[src/design/psic_pkg.sv]
// Shared types and constants for the polyline self-intersection counter.
// No dependencies; imported by every design module and the checker.
package psic_pkg;

	localparam int MAX_POINTS = 256;
	localparam int PTR_W      = $clog2(MAX_POINTS);
	localparam int CNT_W      = PTR_W + 1;
	localparam int COORD_W    = 20;
	localparam int COUNT_W    = 15;
	localparam int MIN_POINTS = 4;
	localparam int ORIENT_N   = 4;

	localparam logic [COUNT_W-1:0] COUNT_MAX = '1;

	typedef struct packed {
		logic signed [COORD_W-1:0] x;
		logic signed [COORD_W-1:0] y;
	} point_t;

	typedef struct packed {
		logic signed [COORD_W-1:0] x_coord;
		logic signed [COORD_W-1:0] y_coord;
		logic                      last_point;
	} point_in_t;

	typedef struct packed {
		logic [COUNT_W-1:0] intersection_count;
		logic               overflow;
	} result_t;

	// Orientation test of probe against the line org -> tip
	typedef struct packed {
		logic   issue;
		point_t org;
		point_t tip;
		point_t probe;
	} orient_req_t;

	typedef struct packed {
		logic valid;
		logic pos;
		logic neg;
	} orient_rsp_t;

	typedef enum logic [3:0] {
		S_IDLE,
		S_SETUP,
		S_ROW_RD,
		S_ROW_CAP,
		S_PAIR_RD,
		S_PAIR_CAP,
		S_BOX,
		S_ORIENT,
		S_WAIT,
		S_EVAL,
		S_NEXT,
		S_DONE
	} state_t;

endpackage

[src/design/psic_orient.sv]
// Shared orientation unit: sign of the 2D cross product, three stages.
// Depends on psic_pkg for the request and response structs.
module psic_orient
	import psic_pkg::*;
(
	input  logic        clk,
	input  logic        arst_n,
	input  orient_req_t req,
	output orient_rsp_t rsp
);

	localparam int DIFF_W = COORD_W + 1;
	localparam int PROD_W = 2 * DIFF_W;
	localparam int SUM_W  = PROD_W + 1;

	logic                     valid_s1, valid_s2, valid_s3;
	logic signed [DIFF_W-1:0] bx_s1, by_s1, cx_s1, cy_s1;
	logic signed [PROD_W-1:0] p1_s2, p2_s2;
	logic signed [SUM_W-1:0]  diff;
	logic                     pos_s3, neg_s3;

	// valid chain
	always_ff @(posedge clk or negedge arst_n) begin
		if (!arst_n) begin
			valid_s1 <= 1'b0;
			valid_s2 <= 1'b0;
			valid_s3 <= 1'b0;
		end else begin
			valid_s1 <= req.issue;
			valid_s2 <= valid_s1;
			valid_s3 <= valid_s2;
		end
	end

	assign diff = SUM_W'(p1_s2) - SUM_W'(p2_s2);

	// s1: differences from the origin, s2: products, s3: sign
	always_ff @(posedge clk) begin
		bx_s1  <= DIFF_W'(req.tip.x) - DIFF_W'(req.org.x);
		by_s1  <= DIFF_W'(req.tip.y) - DIFF_W'(req.org.y);
		cx_s1  <= DIFF_W'(req.probe.x) - DIFF_W'(req.org.x);
		cy_s1  <= DIFF_W'(req.probe.y) - DIFF_W'(req.org.y);
		p1_s2  <= PROD_W'(bx_s1) * PROD_W'(cy_s1);
		p2_s2  <= PROD_W'(by_s1) * PROD_W'(cx_s1);
		pos_s3 <= !diff[SUM_W-1] && (diff != '0);
		neg_s3 <= diff[SUM_W-1];
	end

	assign rsp.valid = valid_s3;
	assign rsp.pos   = pos_s3;
	assign rsp.neg   = neg_s3;

endmodule

[config.mk]
export PLATFORM = sky130hd
export DESIGN_NAME = psic_orient
export DESIGN_NICKNAME = d
export VERILOG_FILES = /design/src/design/psic_pkg.sv /design/src/design/psic_orient.sv
export SDC_FILE = /design/constraint.sdc
export NUM_CORES = 2
export LEC_CHECK = 0
export BUFFER_PORTS_ARGS = -buffer_cell sky130_fd_sc_hd__clkbuf_2
export CAP_MARGIN = 0
export CORE_MARGIN = 5
export CORE_UTILIZATION = 45
export DETAILED_ROUTE_END_ITERATION = 6
export GPL_TIMING_DRIVEN = 0
export PLACE_DENSITY = 0.59
export RECOVER_POWER = 100
export SYNTH_ARGS = -nofsm -noshare
export SYNTH_HDL_FRONTEND = slang
export SYNTH_SLANG_ARGS = --single-unit
[constraint.sdc]
create_clock -name clk -period 8.5 [get_ports clk]
set_clock_uncertainty 0.1 [all_clocks]
set_input_delay 0.85 -clock clk [delete_from_list [all_inputs] [get_ports clk]]
set_output_delay 0.85 -clock clk [all_outputs]
set_load 0.005 [all_outputs]
After elaboration in Yosys (flattened, before gate mapping)
Cells that the tools add are included.
- register bits: 173
- output and inout bits: 3
- logic and storage cells: 21
- add/subtract/negate cells: 5
- reductions and logical operators: 3
- multipliers: 2
- operators with widths (kind ; number):
    21-bit by 21-bit multiplier with 42-bit output ; 2
    20-bit by 20-bit subtractor with 21-bit output ; 4
    43-bit nonzero test ; 1
    42-bit by 42-bit subtractor with 43-bit output ; 1
    1-bit logical AND ; 1
    1-bit zero test ; 1

Longest topological paths before layout
- word-level depth: 3
- gate-level depth with buffers: 28
- depth with buffers taken out: 27

Worst setup path before layout
No wires, ideal clock.
- path type: reg-to-reg
- start: reg by_s1[17]
- end: reg p2_s2[41]
- cell stages (with the launch flop): 27
- required time: 8328 ps
- period minus slack after synthesis: 6797 ps
- path buffers: 1
- arrival time: 6624 ps
- slack: 1703 ps
- library setup time: 72 ps
- path through: dfxtp_1 clkbuf_1 nand2_1 fa_1 inv_1 fa_1 inv_1 fa_1 inv_1 fa_1 fa_1 fa_1 inv_1 fa_1 inv_1 ha_1 a21o_1 a21o_1 a21o_1 a21oi_1 nor2_1 nor3b_1 o31ai_1 a2111oi_0 nor3_1 o221ai_1 xnor2_1
- longest elaborated chain between the ends: 1
- ends and longest elaborated chain (element ; line ; RTL):
    from (decl) ; psic_orient.sv:17 ; logic signed [DIFF_W-1:0] bx_s1, by_s1, cx_s1, cy_s1;
    from (signal assigned) ; psic_orient.sv:40 ; by_s1 <= DIFF_W'(req.tip.y) - DIFF_W'(req.org.y);
    21-bit by 21-bit multiplier with 42-bit output ; psic_orient.sv:44 ; p2_s2 <= PROD_W'(by_s1) * PROD_W'(cx_s1);
    to (signal assigned) ; psic_orient.sv:44 ;
    to (decl) ; psic_orient.sv:18 ; logic signed [PROD_W-1:0] p1_s2, p2_s2;
No other way between the ends.

Final worst setup path
- start: reg bx_s1[16]
- end: reg p1_s2[41]
- longest elaborated chain between the ends: 1
- ends and longest elaborated chain (element ; line ; RTL):
    from (decl) ; psic_orient.sv:17 ;
    from (signal assigned) ; psic_orient.sv:39 ; bx_s1 <= DIFF_W'(req.tip.x) - DIFF_W'(req.org.x);
    21-bit by 21-bit multiplier with 42-bit output ; psic_orient.sv:43 ; p1_s2 <= PROD_W'(bx_s1) * PROD_W'(cy_s1);
    to (signal assigned) ; psic_orient.sv:43 ;
    to (decl) ; psic_orient.sv:18 ;
No other way between the ends.

==> impl_metrics.env <==
export IMPL_synth_top_cells_by_area="fa_1 43%, ha_1 10%, inv_1 10%"
export IMPL_placement_setup_worst_slack_ns=0.2232
export IMPL_worstHoldPathType="input pin to asynchronous set/reset pin"
export IMPL_grt_overflow_total=0
export IMPL_synth_fp_nets=6151
export IMPL_post_synthesis_cells=4761
export IMPL_ctsHoldBuffers=0
export IMPL_grt_start_max_net_pins=19
export IMPL_clk_pin_slew_ns=0.08
export IMPL_synth_warn=0
export IMPL_netlist_cell_type_count=81
export IMPL_critPathMostFrequentCell="fa_1"
export IMPL_drt_first_pass_iters=5
export IMPL_run_status="completed"
export IMPL_design_core_area_um2=93610
export IMPL_total_routed_length_um=126900
export IMPL_worst_setup_path_type="flip-flop to flip-flop"
export IMPL_total_negative_setup_slacks_ns=0
export IMPL_highest_cell_delay_on_the_worst_timing_path_ns=0.68
export IMPL_final_setup_violating_endpoints=0
export IMPL_tritoncts="yes"
export IMPL_post_drt_wl_per_cell_um=20.54
export IMPL_synth_largest_area_cell="fa_1"
export IMPL_synth_enable_flop_cells=0
export IMPL_number_of_antenna_violations_at_the_first_check_in_global_routing=9
export IMPL_rel_slew_slack=0.2240
export IMPL_drt_antenna_violating_nets=0
export IMPL_buffering_stage_count_on_the_worst_path_with_inverters_included=6
export IMPL_syn_cell_area_um2=42550
export IMPL_synth_seq_area_share=0.08174
export IMPL_portion_of_synthesized_cell_area_occupied_by_the_leading_cell_type=0.4342
export IMPL_clkLatencyLatePin_ns=0.50
export IMPL_post_route_cells_drive_above_1_share=0.03843
export IMPL_cp_data_arrival_time_ns=8.57
export IMPL_clock_tree_htree_level_count=4
export IMPL_post_cts_repair_setup_buffers=0
export IMPL_cpMaxStageDelayCell="clkbuf_1"
export IMPL_pin_count=126
export IMPL_via_count_of_the_first_global_routing_pass=33706
export IMPL_iteration_0_drc_markers=2342
export IMPL_postSynth_asyncResetShare=0.01734
export IMPL_ys_seq_elements=173
export IMPL_timing_critical_path_max_delay_family="adder cells"
export IMPL_timing_critical_path_required_ns=8.82
export IMPL_layoutNonFillerInstCount=6175
export IMPL_rows=112
export IMPL_routabilityCongestion=0.9509
export IMPL_die_h_um=317.5
export IMPL_detailed_place_hpwl_um=111400
export IMPL_die_area_um2=100800
export IMPL_cp_startpoint_kind="flip-flop"
export IMPL_numCtsBuffers=17
export IMPL_max_cap_violations=0
export IMPL_unrepaired_setup_endpoints_after_global_routing="no"
export IMPL_cts_root_buf="clkbuf_16"
export IMPL_timing_fmax_mhz=121.2
export IMPL_postSynth_topFlopCell="dfxtp_1"
export IMPL_vias_per_cell=5.234
export IMPL_clockBufferDepth=2
export IMPL_setup_slack_ns=0.2469
export IMPL_critPathCaptureType="flip-flop"
export IMPL_die_x_um=317.5
export IMPL_final_clock_period_utilization_by_the_worst_path=0.9709
export IMPL_placed_cells=6140
export IMPL_post_route_min_period_ns=8.253
export IMPL_global_route_usage_total=0.2559
export IMPL_numPortBuffers=125
export IMPL_report_final_slew_viol_count=0
export IMPL_remaining_drc_errors=0
export IMPL_path_max_fanout=10
export IMPL_finalHoldViolCount=0
export IMPL_area_growth_syn_to_layout_pct=6.581
export IMPL_layout_nets=6295
export IMPL_clock_sinks=173
export IMPL_timing_worst_slew_pin_value_ns=1.149
export IMPL_worstPathCellList="clkbuf_1 -> nand2_1 -> fa_1 -> inv_1 -> ha_1 -> inv_1 -> fa_1 -> inv_1 -> fa_1 -> fa_1 -> fa_1 -> inv_1 -> fa_1 -> inv_1 -> ha_1 -> a2111oi_0 -> nand3_1 -> a211oi_1 -> nor2_1 -> a211oi_1 -> o21ai_1 -> a21o_1 -> a211oi_1 -> xnor2_1"
export IMPL_vias=32317
export IMPL_ctsResizeCount=0
export IMPL_syn_area_per_cell_um2=8.938
export IMPL_initial_core_utilization=0.4546
export IMPL_global_route_wire_length_before_repair_um=197800
## routing by layer
metal  vias to the layer above  global-route usage  routed length, µm
met5                         -                   0                 28
met2                      1184              0.3955              55590
met1                     16330              0.3721              56480
li1                      14607                   -                  -
met3                       192             0.04824              10430
met4                         4             0.06952               4329
## area by class of cell
| type | instances | area [µm²] |
|---|---|---|
| repair buffers | 125 | 619.3 |
| clock buffers | 19 | 442.9 |
| diodes | 3 | 7.507 |
| well taps | 1254 | 1569 |
| flip-flops and latches | 173 | 3478 |
| clock inverters | 13 | 143.9 |
| multi-input cells | 3268 | 34090 |
| inverters | 1135 | 4260 |
| fillers | 9287 | 48260 |
| plain buffers | 185 | 745.7 |
## worst reg2reg max path, stage by stage, from the launching register on
cell and delay (ns):
dfxtp_1 0.41, clkbuf_1 0.68, nand2_1 0.22, fa_1 0.59, inv_1 0.05, ha_1 0.27, inv_1 0.09, fa_1 0.54
inv_1 0.06, fa_1 0.49, fa_1 0.50, fa_1 0.49, inv_1 0.06, fa_1 0.48, inv_1 0.04, ha_1 0.36
a2111oi_0 0.56, nand3_1 0.32, a211oi_1 0.30, nor2_1 0.16, a211oi_1 0.57, o21ai_1 0.15, a21o_1 0.25, a211oi_1 0.27
xnor2_1 0.16
## flip-flops by register name (all words and copies together) (netlist names)
register,flops
bx_s1,21
by_s1,21
cx_s1,21
cy_s1,21
neg_s3,1
p1_s2,42
p2_s2,42
pos_s3,1
valid_s1,1
valid_s2,1
valid_s3,1
## stage by stage
stage	cell area (µm²)	utilization	hold WS (ns)
final	45350	0.4845	0.05307
after global routing	45340	0.4844	0.04132
after floorplan	42550	-	0.2312
after CTS	45330	0.4843	0.001115
after detailed placement	44750	0.4780	0.2370
after global placement	44750	0.4780	0.2348
## synthesized netlist by cell type, types with 7 or more instances
library cell	number
clkbuf_1	171
and2_1	393
o2111ai_1	8
fa_1	923
a2111oi_0	12
nand2_1	542
a21oi_1	121
nor4_1	9
o21ai_1	19
a21boi_0	15
nand4_1	14
nor3_1	55
inv_1	1134
nand3_1	45
dfxtp_1	170
xor2_1	33
nor2b_1	43
o21bai_1	11
and3_1	21
o21a_1	24
o211ai_1	10
ha_1	344
a21o_1	63
a211o_1	10
or3_1	15
o21ai_0	77
a31oi_1	23
a211oi_1	21
xnor2_1	125
buf_1	7
nor2_1	153
nand2b_1	39
## path summary, 6_finish.rpt
| check | from | to | slack, ns | depth (start not counted) |
|---|---|---|---|---|
| worst min register to register | valid_s2$_DFF_PN0_ | valid_s3$_DFF_PN0_ | 0.25 | 0 |
| worst min-delay path | arst_n | valid_s1$_DFF_PN0_ | 0.05 | 1 |
| max in group asynchronous | arst_n | valid_s2$_DFF_PN0_ | 8.09 | 1 |
| min in group clk | valid_s2$_DFF_PN0_ | valid_s3$_DFF_PN0_ | 0.25 | 0 |
| worst max register to register | bx_s1[16]$_DFF_P_ | p1_s2[41]$_DFF_P_ | 0.25 | 24 |
| worst max-delay path | bx_s1[16]$_DFF_P_ | p1_s2[41]$_DFF_P_ | 0.25 | 24 |
## cells by family after synthesis
family / share of synthesized area
AOI/OAI and AO/OA: 0.07339
adders and majority gates: 0.5354
xor gates and xnor gates: 0.03252
buffers and inverters: 0.1174
and+or+nand+nor: 0.1578
muxes: 0.001735
DFF: 0.08174
## layout by cell type (no fill, tap or decap), types with 24 or more instances in the layout
master    instances
nor2b_1          43
nand2_1         542
dfxtp_1         170
nand3_1          45
nor3_1           55
a21o_1           63
xnor2_1         125
and2_1          385
nor2_1          153
inv_1          1134
clkbuf_1        171
o21ai_0          84
o21a_1           24
xor2_1           33
ha_1            344
clkbuf_2        126
nand2b_1         39
a21oi_1         121
fa_1            923
Power is left out: the tool's default activity adds up to more than one toggle a clock period on the data nets, which glitch-free logic cannot reach.
